`src/hdl/itrl_pkg.sv`:
```
// Shared types and constants of the bus-target register bank with log window.
`default_nettype none
package itrl_pkg;

    // Both depths are powers of two: pointers wrap by dropping carry bits.
    localparam int REG_DEPTH = 256;
    localparam int LOG_DEPTH = 256;
    localparam int REG_AW    = $clog2(REG_DEPTH);
    localparam int LOG_AW    = $clog2(LOG_DEPTH);
    localparam int CNT_W     = LOG_AW + 1;

    localparam int BYTE_W    = 8;
    localparam int OP_W      = 3;
    localparam int FILL_W    = 9;
    localparam int IN_DATA_W = 16;
    localparam int OUT_DATA_W = 24;

    localparam logic [BYTE_W-1:0] DRAINED_BYTE = 8'hFF;
    localparam logic [BYTE_W-1:0] WIN_RESET    = 8'hFF;

    typedef enum logic [OP_W-1:0] {
        OP_BUS_WR   = 3'd0,
        OP_BUS_RD   = 3'd1,
        OP_BUS_STOP = 3'd2,
        OP_LOG_APP  = 3'd3,
        OP_LOCAL_WR = 3'd4,
        OP_LOCAL_RD = 3'd5
    } t_op;

    // Controller to datapath.
    typedef struct packed {
        logic load;     // capture the transaction and read the memories
        logic commit;   // execute it, update state and load the result
    } t_dp_cmd;

    // Datapath to controller.
    typedef struct packed {
        logic out_free; // the result register can take a new result
    } t_dp_sts;

endpackage
`default_nettype wire

```
`src/hdl/itrl_ctrl.sv`:
```
// Controller state machine: sequences load and commit of each transaction.
`default_nettype none
module itrl_ctrl (
    input  wire logic              i_clk,
    input  wire logic              i_rst_n,
    input  wire logic              i_s_tvalid,
    output logic                   o_s_tready,
    input  wire itrl_pkg::t_dp_sts i_sts,
    output itrl_pkg::t_dp_cmd      o_cmd
);
    import itrl_pkg::*;

    typedef enum logic {
        ST_IDLE,
        ST_EXEC
    } t_state;

    t_state r_state;
    logic   r_s_tready;

    always_comb begin
        o_cmd.load   = i_s_tvalid && r_s_tready;
        o_cmd.commit = (r_state == ST_EXEC) && i_sts.out_free;
    end

    assign o_s_tready = r_s_tready;

    always_ff @(posedge i_clk) begin
        if (!i_rst_n) begin
            r_state    <= ST_IDLE;
            r_s_tready <= 1'b1;
        end else begin
            unique case (r_state)
                ST_IDLE: begin
                    if (o_cmd.load) begin
                        r_state    <= ST_EXEC;
                        r_s_tready <= 1'b0;
                    end
                end
                ST_EXEC: begin
                    if (o_cmd.commit) begin
                        r_state    <= ST_IDLE;
                        r_s_tready <= 1'b1;
                    end
                end
                default: begin
                    r_state    <= ST_IDLE;
                    r_s_tready <= 1'b1;
                end
            endcase
        end
    end

    a_ready_in_idle: assert property (@(posedge i_clk) disable iff (!i_rst_n)
        r_s_tready == (r_state == ST_IDLE))
        else $error("tready disagrees with controller state");

    a_load_to_exec: assert property (@(posedge i_clk) disable iff (!i_rst_n)
        o_cmd.load |=> (r_state == ST_EXEC))
        else $error("accepted transaction did not enter execution");

    a_commit_to_idle: assert property (@(posedge i_clk) disable iff (!i_rst_n)
        o_cmd.commit |=> (r_state == ST_IDLE) && r_s_tready)
        else $error("committed transaction did not release the input");

endmodule
`default_nettype wire

```
`src/hdl/itrl_dp.sv`:
```
// Datapath: register store, log ring, pointers and the result register.
`default_nettype none
module itrl_dp (
    input  wire logic                          i_clk,
    input  wire logic                          i_rst_n,
    input  wire itrl_pkg::t_dp_cmd             i_cmd,
    output itrl_pkg::t_dp_sts                  o_sts,
    input  wire logic [itrl_pkg::OP_W-1:0]     i_op,
    input  wire logic [itrl_pkg::BYTE_W-1:0]   i_data,
    input  wire logic [itrl_pkg::BYTE_W-1:0]   i_laddr,
    input  wire logic [itrl_pkg::BYTE_W-1:0]   i_win_addr,
    input  wire logic                          i_m_tready,
    output logic                               o_m_tvalid,
    output logic [itrl_pkg::BYTE_W-1:0]        o_read_data,
    output logic [itrl_pkg::FILL_W-1:0]        o_log_fill
);
    import itrl_pkg::*;

    // Memories (no reset); register store entries carry valid bits.
    logic [BYTE_W-1:0] reg_mem [REG_DEPTH];
    logic [BYTE_W-1:0] log_mem [LOG_DEPTH];
    logic [REG_DEPTH-1:0] r_reg_vld;

    // Captured transaction and registered memory reads.
    t_op               r_op;
    logic [BYTE_W-1:0] r_data;
    logic [REG_AW-1:0] r_laddr;
    logic [BYTE_W-1:0] r_reg_q;
    logic              r_reg_vld_q;
    logic [BYTE_W-1:0] r_log_q;

    // Architectural state.
    logic [REG_AW-1:0] r_addr_ptr, n_addr_ptr;
    logic              r_addr_loaded, n_addr_loaded;
    logic [LOG_AW-1:0] r_log_head, n_log_head;
    logic [CNT_W-1:0]  r_log_count, n_log_count;
    logic [CNT_W-1:0]  r_drain_pos, n_drain_pos;
    logic              r_log_was_read, n_log_was_read;

    // Result register.
    logic              r_m_tvalid;
    logic [BYTE_W-1:0] r_read_data, n_read_data;
    logic [FILL_W-1:0] r_log_fill;

    // Write ports.
    logic              reg_we;
    logic [REG_AW-1:0] reg_waddr;
    logic              log_we;
    logic [LOG_AW-1:0] log_waddr;

    logic [REG_AW-1:0] reg_raddr;
    logic [LOG_AW-1:0] log_raddr;
    logic [REG_AW-1:0] data_addr;
    logic              win_hit;
    logic              data_hit;
    logic [BYTE_W-1:0] reg_rd_val;

    assign o_sts.out_free = !r_m_tvalid || i_m_tready;
    assign o_m_tvalid     = r_m_tvalid;
    assign o_read_data    = r_read_data;
    assign o_log_fill     = r_log_fill;

    // Read addresses at load time: the pointer is stable until commit.
    assign reg_raddr = (t_op'(i_op) == OP_LOCAL_RD) ? i_laddr[REG_AW-1:0] : r_addr_ptr;
    assign log_raddr = r_log_head + r_drain_pos[LOG_AW-1:0];

    assign data_addr  = r_data[REG_AW-1:0];
    assign win_hit    = (BYTE_W'(r_addr_ptr) == i_win_addr);
    assign data_hit   = (BYTE_W'(data_addr) == i_win_addr);
    assign reg_rd_val = r_reg_vld_q ? r_reg_q : '0;

    always_comb begin
        n_addr_ptr     = r_addr_ptr;
        n_addr_loaded  = r_addr_loaded;
        n_log_head     = r_log_head;
        n_log_count    = r_log_count;
        n_drain_pos    = r_drain_pos;
        n_log_was_read = r_log_was_read;
        n_read_data    = '0;
        reg_we         = 1'b0;
        reg_waddr      = r_addr_ptr;
        log_we         = 1'b0;
        log_waddr      = r_log_head + r_log_count[LOG_AW-1:0];
        case (r_op)
            OP_BUS_WR: begin
                if (!r_addr_loaded) begin
                    n_addr_ptr    = data_addr;
                    n_addr_loaded = 1'b1;
                    if (data_hit) begin
                        n_drain_pos = '0;
                    end
                end else begin
                    reg_we     = 1'b1;
                    n_addr_ptr = r_addr_ptr + 1'b1;
                end
            end
            OP_BUS_RD: begin
                if (win_hit) begin
                    if (r_drain_pos < r_log_count) begin
                        n_read_data = r_log_q;
                        n_drain_pos = r_drain_pos + 1'b1;
                    end else begin
                        n_read_data = DRAINED_BYTE;
                    end
                    n_log_was_read = 1'b1;
                end else begin
                    n_read_data = reg_rd_val;
                    n_addr_ptr  = r_addr_ptr + 1'b1;
                end
            end
            OP_BUS_STOP: begin
                if (r_log_was_read) begin
                    n_log_head     = '0;
                    n_log_count    = '0;
                    n_drain_pos    = '0;
                    n_log_was_read = 1'b0;
                end
                n_addr_loaded = 1'b0;
            end
            OP_LOG_APP: begin
                log_we = 1'b1;
                if (r_log_count[LOG_AW]) begin
                    // Full: overwrite the oldest byte and move the head on.
                    log_waddr  = r_log_head;
                    n_log_head = r_log_head + 1'b1;
                end else begin
                    n_log_count = r_log_count + 1'b1;
                end
            end
            OP_LOCAL_WR: begin
                reg_we    = 1'b1;
                reg_waddr = r_laddr;
            end
            OP_LOCAL_RD: begin
                n_read_data = reg_rd_val;
            end
            default: begin
            end
        endcase
    end

    // Memory ports.
    always_ff @(posedge i_clk) begin
        if (i_cmd.load) begin
            r_reg_q <= reg_mem[reg_raddr];
            r_log_q <= log_mem[log_raddr];
        end
        if (i_cmd.commit && reg_we) begin
            reg_mem[reg_waddr] <= r_data;
        end
        if (i_cmd.commit && log_we) begin
            log_mem[log_waddr] <= r_data;
        end
    end

    always_ff @(posedge i_clk) begin
        if (!i_rst_n) begin
            r_reg_vld <= '0;
        end else if (i_cmd.commit && reg_we) begin
            r_reg_vld[reg_waddr] <= 1'b1;
        end
    end

    // Captured payload.
    always_ff @(posedge i_clk) begin
        if (i_cmd.load) begin
            r_op        <= t_op'(i_op);
            r_data      <= i_data;
            r_laddr     <= i_laddr[REG_AW-1:0];
            r_reg_vld_q <= r_reg_vld[reg_raddr];
        end
        if (i_cmd.commit) begin
            r_read_data <= n_read_data;
            r_log_fill  <= FILL_W'(n_log_count);
        end
    end

    // Control state.
    always_ff @(posedge i_clk) begin
        if (!i_rst_n) begin
            r_addr_ptr     <= '0;
            r_addr_loaded  <= 1'b0;
            r_log_head     <= '0;
            r_log_count    <= '0;
            r_drain_pos    <= '0;
            r_log_was_read <= 1'b0;
            r_m_tvalid     <= 1'b0;
        end else begin
            if (i_cmd.commit) begin
                r_addr_ptr     <= n_addr_ptr;
                r_addr_loaded  <= n_addr_loaded;
                r_log_head     <= n_log_head;
                r_log_count    <= n_log_count;
                r_drain_pos    <= n_drain_pos;
                r_log_was_read <= n_log_was_read;
                r_m_tvalid     <= 1'b1;
            end else if (i_m_tready) begin
                r_m_tvalid <= 1'b0;
            end
        end
    end

    a_count_bound: assert property (@(posedge i_clk) disable iff (!i_rst_n)
        r_log_count <= CNT_W'(LOG_DEPTH))
        else $error("log count beyond ring depth");

    a_drain_bound: assert property (@(posedge i_clk) disable iff (!i_rst_n)
        r_drain_pos <= r_log_count)
        else $error("drain position beyond log count");

    a_commit_result: assert property (@(posedge i_clk) disable iff (!i_rst_n)
        i_cmd.commit |=> r_m_tvalid && (r_log_fill == FILL_W'(r_log_count)))
        else $error("result register not loaded on commit");

    a_no_overwrite: assert property (@(posedge i_clk) disable iff (!i_rst_n)
        i_cmd.commit |-> o_sts.out_free)
        else $error("commit while the result register is still held");

endmodule
`default_nettype wire

```
`src/hdl/i2c_target_regbank_with_log_window_top.sv`:
```
// Top level of the bus-target register bank with log window.
`default_nettype none
// Each input transaction carries one bus or local event (bus write byte, bus
// read, bus stop, log append, local write, local read) and produces exactly one
// result transaction with the byte read (zero for events that read nothing) and
// the number of bytes held in the 256-entry log ring afterwards. The first bus
// byte after a stop or reset loads the auto-incrementing address pointer; later
// bytes are stored and advance it. A bus read at the address held in the
// log_window_addr register (byte address 0 on the configuration port, reset
// 0xFF) drains the log instead, giving 0xFF once drained, and a stop after such
// a read empties the log. A transaction is first loaded, which reads the
// register store and the log ring through their registered read ports, and
// then executed, which updates the store, the ring and the pointers. The next
// transaction is accepted while the result still waits in
// the output register; execution only stalls when that register is still held
// when the following result is ready. The register store reads as zero until
// written by means of one valid flag per entry, so no clearing pass follows
// reset. The log_window_addr register should be written only while the block
// is idle.
module i2c_target_regbank_with_log_window_top (
    input  wire logic        i_clk,
    input  wire logic        i_rst_n,
    // Event stream.
    input  wire logic        i_s_tvalid,
    output logic             o_s_tready,
    input  wire logic [15:0] i_s_tdata,  // [7:0] data_in, [15:8] local_addr
    input  wire logic [2:0]  i_s_tuser,  // [2:0] op
    // Result stream.
    output logic             o_m_tvalid,
    input  wire logic        i_m_tready,
    output logic [23:0]      o_m_tdata,  // [7:0] read_data, [16:8] log_fill, [23:17] zero
    // Configuration port.
    input  wire logic        psel,
    input  wire logic        penable,
    input  wire logic        pwrite,
    input  wire logic [2:0]  paddr,
    input  wire logic [31:0] pwdata,
    output logic [31:0]      prdata,
    output logic             pready
);
    import itrl_pkg::*;

    localparam int CFG_DW = 32;

    t_dp_cmd           dp_cmd;
    t_dp_sts           dp_sts;
    logic [BYTE_W-1:0] r_win_addr;
    logic [BYTE_W-1:0] read_data;
    logic [FILL_W-1:0] log_fill;
    logic              cfg_wr;

    // Only one register: bit 2 of the byte address selects beyond it.
    assign pready = 1'b1;
    assign cfg_wr = psel && penable && pwrite && pready && !paddr[2];
    assign prdata = paddr[2] ? '0 : CFG_DW'(r_win_addr);

    always_ff @(posedge i_clk) begin
        if (!i_rst_n) begin
            r_win_addr <= WIN_RESET;
        end else if (cfg_wr) begin
            r_win_addr <= pwdata[BYTE_W-1:0];
        end
    end

    itrl_ctrl u_ctrl (
        .i_clk      (i_clk),
        .i_rst_n    (i_rst_n),
        .i_s_tvalid (i_s_tvalid),
        .o_s_tready (o_s_tready),
        .i_sts      (dp_sts),
        .o_cmd      (dp_cmd)
    );

    itrl_dp u_dp (
        .i_clk       (i_clk),
        .i_rst_n     (i_rst_n),
        .i_cmd       (dp_cmd),
        .o_sts       (dp_sts),
        .i_op        (i_s_tuser),
        .i_data      (i_s_tdata[7:0]),
        .i_laddr     (i_s_tdata[15:8]),
        .i_win_addr  (r_win_addr),
        .i_m_tready  (i_m_tready),
        .o_m_tvalid  (o_m_tvalid),
        .o_read_data (read_data),
        .o_log_fill  (log_fill)
    );

    assign o_m_tdata = {7'd0, log_fill, read_data};

endmodule
`default_nettype wire
```
`config.mk`:
```
export PLATFORM = sky130hd
export DESIGN_NAME = i2c_target_regbank_with_log_window_top
export DESIGN_NICKNAME = d
export VERILOG_FILES = /design/src/hdl/itrl_pkg.sv /design/src/hdl/itrl_ctrl.sv /design/src/hdl/itrl_dp.sv /design/src/hdl/i2c_target_regbank_with_log_window_top.sv
export SDC_FILE = /design/constraint.sdc
export NUM_CORES = 2
export LEC_CHECK = 0
export BUFFER_PORTS_ARGS = -buffer_cell sky130_fd_sc_hd__buf_2
export CELL_PAD_IN_SITES_DETAIL_PLACEMENT = 0
export CELL_PAD_IN_SITES_GLOBAL_PLACEMENT = 1
export CORE_MARGIN = 2
export CORE_UTILIZATION = 25
export DETAILED_ROUTE_END_ITERATION = 12
export HOLD_SLACK_MARGIN = 0.05
export PLACE_DENSITY = 0.43
export SLEW_MARGIN = 20
export SYNTH_ARGS = -nofsm -noshare
export SYNTH_HDL_FRONTEND = slang
export SYNTH_SLANG_ARGS = --single-unit
```
`constraint.sdc`:
```
create_clock -name i_clk -period 10.5 [get_ports i_clk]
set_input_delay 2.1 -clock i_clk [delete_from_list [all_inputs] [get_ports i_clk]]
set_output_delay 2.1 -clock i_clk [all_outputs]
set_load 0.01 [all_outputs]
```
==> flow_metrics.env <==
export IMPL_status="completed"
export IMPL_ir_worst_vdd_mv=0.147
export IMPL_hpwl_um=345000
export IMPL_rows=308
export IMPL_end_kind="flip-flop"
export IMPL_iter_0_drt_violations=8508
export IMPL_synth_edf_count=4149
export IMPL_relSlewSlack_pct=16.3
export IMPL_detail_route_drc_violations=0
export IMPL_coreArea_um2=704000
export IMPL_dr_total_vias=99100
export IMPL_die_area_um2=714000
export IMPL_hold_class="flip-flop to flip-flop"
export IMPL_floorplan_initialDensity_pct=25.1
export IMPL_tritoncts="done"
export IMPL_yosysSeqAreaShare_pct=73.9
export IMPL_dr_pass1_iters=6
export IMPL_grt_overflow_total=0
export IMPL_report_final_hold_viol_count=0
export IMPL_yosys_cell_types_count=78
export IMPL_final_max_slew_violation_count=0
export IMPL_htree_levels=5
export IMPL_syn_to_final_growth_pct=16.2
export IMPL_crit_type="input pin to flip-flop"
export IMPL_grt_pass1_wl_um=804000
export IMPL_layout_cells_most_common="sky130_fd_sc_hd__edfxtp_1"
export IMPL_grt_max_degree=194
export IMPL_power_static_leakage_nw=66.0
export IMPL_post_place_ws_ns=3.08
export IMPL_finalCoreUtilization_pct=29.2
export IMPL_drt_antenna_violating_nets=0
export IMPL_postCtsSetupRepairBufs=0
export IMPL_layout_drive_gt1_share_pct=16.1
export IMPL_start_kind="input pin"
export IMPL_worst_skew_pair_later_pin_latency_ns=1.08
export IMPL_place_gp_congestion=0.785
export IMPL_setup_viol_count_final=0
export IMPL_fin_skew_ns=0.0928
export IMPL_worst_ep_arrival_time_ns=7.01
export IMPL_drt_total_wl_um=580000
export IMPL_timing_worst_slew_pin_value_ns=1.25
export IMPL_io_pin_count=120
export IMPL_numCtsBuffers=479
export IMPL_num_nets_final=11500
export IMPL_postSynthAreaPerCell_um2=15.9
export IMPL_clkSinkCount=4452
export IMPL_synth_main_ff_cell="sky130_fd_sc_hd__edfxtp_1"
export IMPL_setup_repair_after_global_routing_missed_its_margin="no"
export IMPL_cts_hold_buffers=0
export IMPL_worst_path_max_fanout=16
export IMPL_clk_pin_slew_ns=0.06
export IMPL_synth_cells=11100
export IMPL_min_period_over_period_pct=60.0
export IMPL_finalWorstSetupSlack_ns=4.20
export IMPL_drt_wirelength_per_cell_um=27.4
export IMPL_synth_warning_count=0
export IMPL_chipHeight_um=845
export IMPL_grt_antenna_before_repair=23
export IMPL_final_cell_mix="sky130_fd_sc_hd__edfxtp_1 (4,149), sky130_fd_sc_hd__nand2_1 (1,941), sky130_fd_sc_hd__mux2i_1 (801)"
export IMPL_synth_area_um2=177000
export IMPL_first_global_vias=99800
export IMPL_worst_endpoint_required_ns=11.22
export IMPL_port_buffers=61
export IMPL_pwr_density_cell_nw_per_um2=183
export IMPL_die_width_um=845
export IMPL_final_total_negative_setup_slack_ns=0
export IMPL_fmaxAchievable_ghz=0.159
export IMPL_grt_use_total_pct=15.7
export IMPL_cts_repair_resized=0
export IMPL_max_cap_viol_count=0
export IMPL_cts_root_buf="sky130_fd_sc_hd__clkbuf_16"
export IMPL_via_per_inst=4.69
export IMPL_ys_ff_latch=4452
export IMPL_number_of_buffers_on_the_longest_clock_path=4
export IMPL_asyncSetResetFlopFracSynth_pct=0
export IMPL_min_period_ns=6.30
==> cells in the mapped netlist (71+ instances only) <==
cell type                     n  share of area [%]
sky130_fd_sc_hd__a21oi_1    115               0.33
sky130_fd_sc_hd__a31oi_1    158               0.56
sky130_fd_sc_hd__buf_1       78               0.17
sky130_fd_sc_hd__buf_2      233               0.66
sky130_fd_sc_hd__clkbuf_1   338               0.72
sky130_fd_sc_hd__dfxtp_1    303                3.4
sky130_fd_sc_hd__edfxtp_1  4149                 70
sky130_fd_sc_hd__mux2i_1    808                4.6
sky130_fd_sc_hd__mux4_2     513                6.5
sky130_fd_sc_hd__nand2_1   1964                4.2
sky130_fd_sc_hd__nand3_1    707                2.0
sky130_fd_sc_hd__nand4_1    207               0.73
sky130_fd_sc_hd__nor2_1     393               0.83
sky130_fd_sc_hd__nor3_1     198               0.56
sky130_fd_sc_hd__o21a_1     257                1.1
sky130_fd_sc_hd__o21ai_0     71               0.20
==> critical path, stage by stage <==
cell and delay, ns:
sky130_fd_sc_hd__buf_2 0.12, sky130_fd_sc_hd__and3b_1 0.84, sky130_fd_sc_hd__mux2i_4 0.85, sky130_fd_sc_hd__or2_2 0.82, sky130_fd_sc_hd__buf_4 0.44, sky130_fd_sc_hd__a31oi_1 0.08
sky130_fd_sc_hd__nand4_1 0.14, sky130_fd_sc_hd__nand4_1 0.26, sky130_fd_sc_hd__a221oi_1 0.94, sky130_fd_sc_hd__nand3_1 0.34
==> final cells by class <==
class / instances / area [um2]
antenna: 6 / 15.0
clock buffer: 631 / 12800
fill: 69700 / 499000
inverter: 39 / 146
clock inverter: 262 / 2430
sequential: 4452 / 131000
tap: 9300 / 11600
multi-input combinational: 5970 / 43700
timing repair buffer: 498 / 4150
==> flip-flops by register name, summed over array words and instances, names as in the netlist, 3 cells and up <==
signal,count
u_dp.data_addr,8
u_dp.r_op,3
u_dp.reg_mem,2048
r_win_addr,8
u_dp.r_reg_q,8
u_dp.o_log_fill,9
u_dp.log_mem,2048
u_dp.r_addr_ptr,8
u_dp.r_log_count,9
u_dp.r_reg_vld,256
u_dp.r_drain_pos,9
u_dp.r_laddr,8
u_dp.r_log_q,8
u_dp.r_log_head,8
u_dp.o_read_data,8
==> per-layer routing <==
layer	up-vias	GRT usage (%)	routed length, um
met4	2	3.98	15900
met3	743	1.83	23000
met2	2199	26.5	281000
met5	-	0	7
li1	43600	-	-
met1	52600	21.5	260000
==> worst paths after layout <==
kind                                          start             endpoint  slack (ns)  cells after the start
worst max-delay path                   i_s_tuser[1]      u_dp.r_reg_q[5]        4.20                     10
worst min-delay path            u_dp.r_reg_vld[138]  u_dp.r_reg_vld[138]        0.46                      1
worst max register to register  u_dp.r_drain_pos[0]      u_dp.r_log_q[3]        4.50                     12
worst min register to register  u_dp.r_reg_vld[138]  u_dp.r_reg_vld[138]        0.46                      1
==> through the flow <==
stage	power, W	hold WS, ns	area (um2)	std cells
after global placement	0.0214	0.446	190000	20300
final	0.0377	0.463	206000	21200
after floorplan	0.0208	0.440	177000	11200
after CTS	0.0381	0.466	205000	21200
after detailed placement	0.0214	0.452	190000	20300
after global routing	0.0389	0.474	206000	21200
==> kinds of logic after synthesis <==
kind of cell    count (synthesis)  share of synthesized area, %
compound gates                907                          3.61
xor+xnor                       37                         0.194
fa+ha+maj                      28                         0.207
buf+inv                       757                          1.96
flops                        4452                          73.9
mux                          1330                          11.2
other cells                     2                       0.00425
simple gates                 3636                          8.97
==> power by group <==
| part | leakage [nW] | switching, W | internal (W) |
|---|---|---|---|
| logic | 18.7 | 0.00117 | 0.000312 |
| registers | 39.8 | 0.0000393 | 0.0195 |
| clock network | 7.46 | 0.00719 | 0.00947 |
| total | 66.0 | 0.00840 | 0.0293 |
Note: power is estimated with default switching activity, not from simulation.
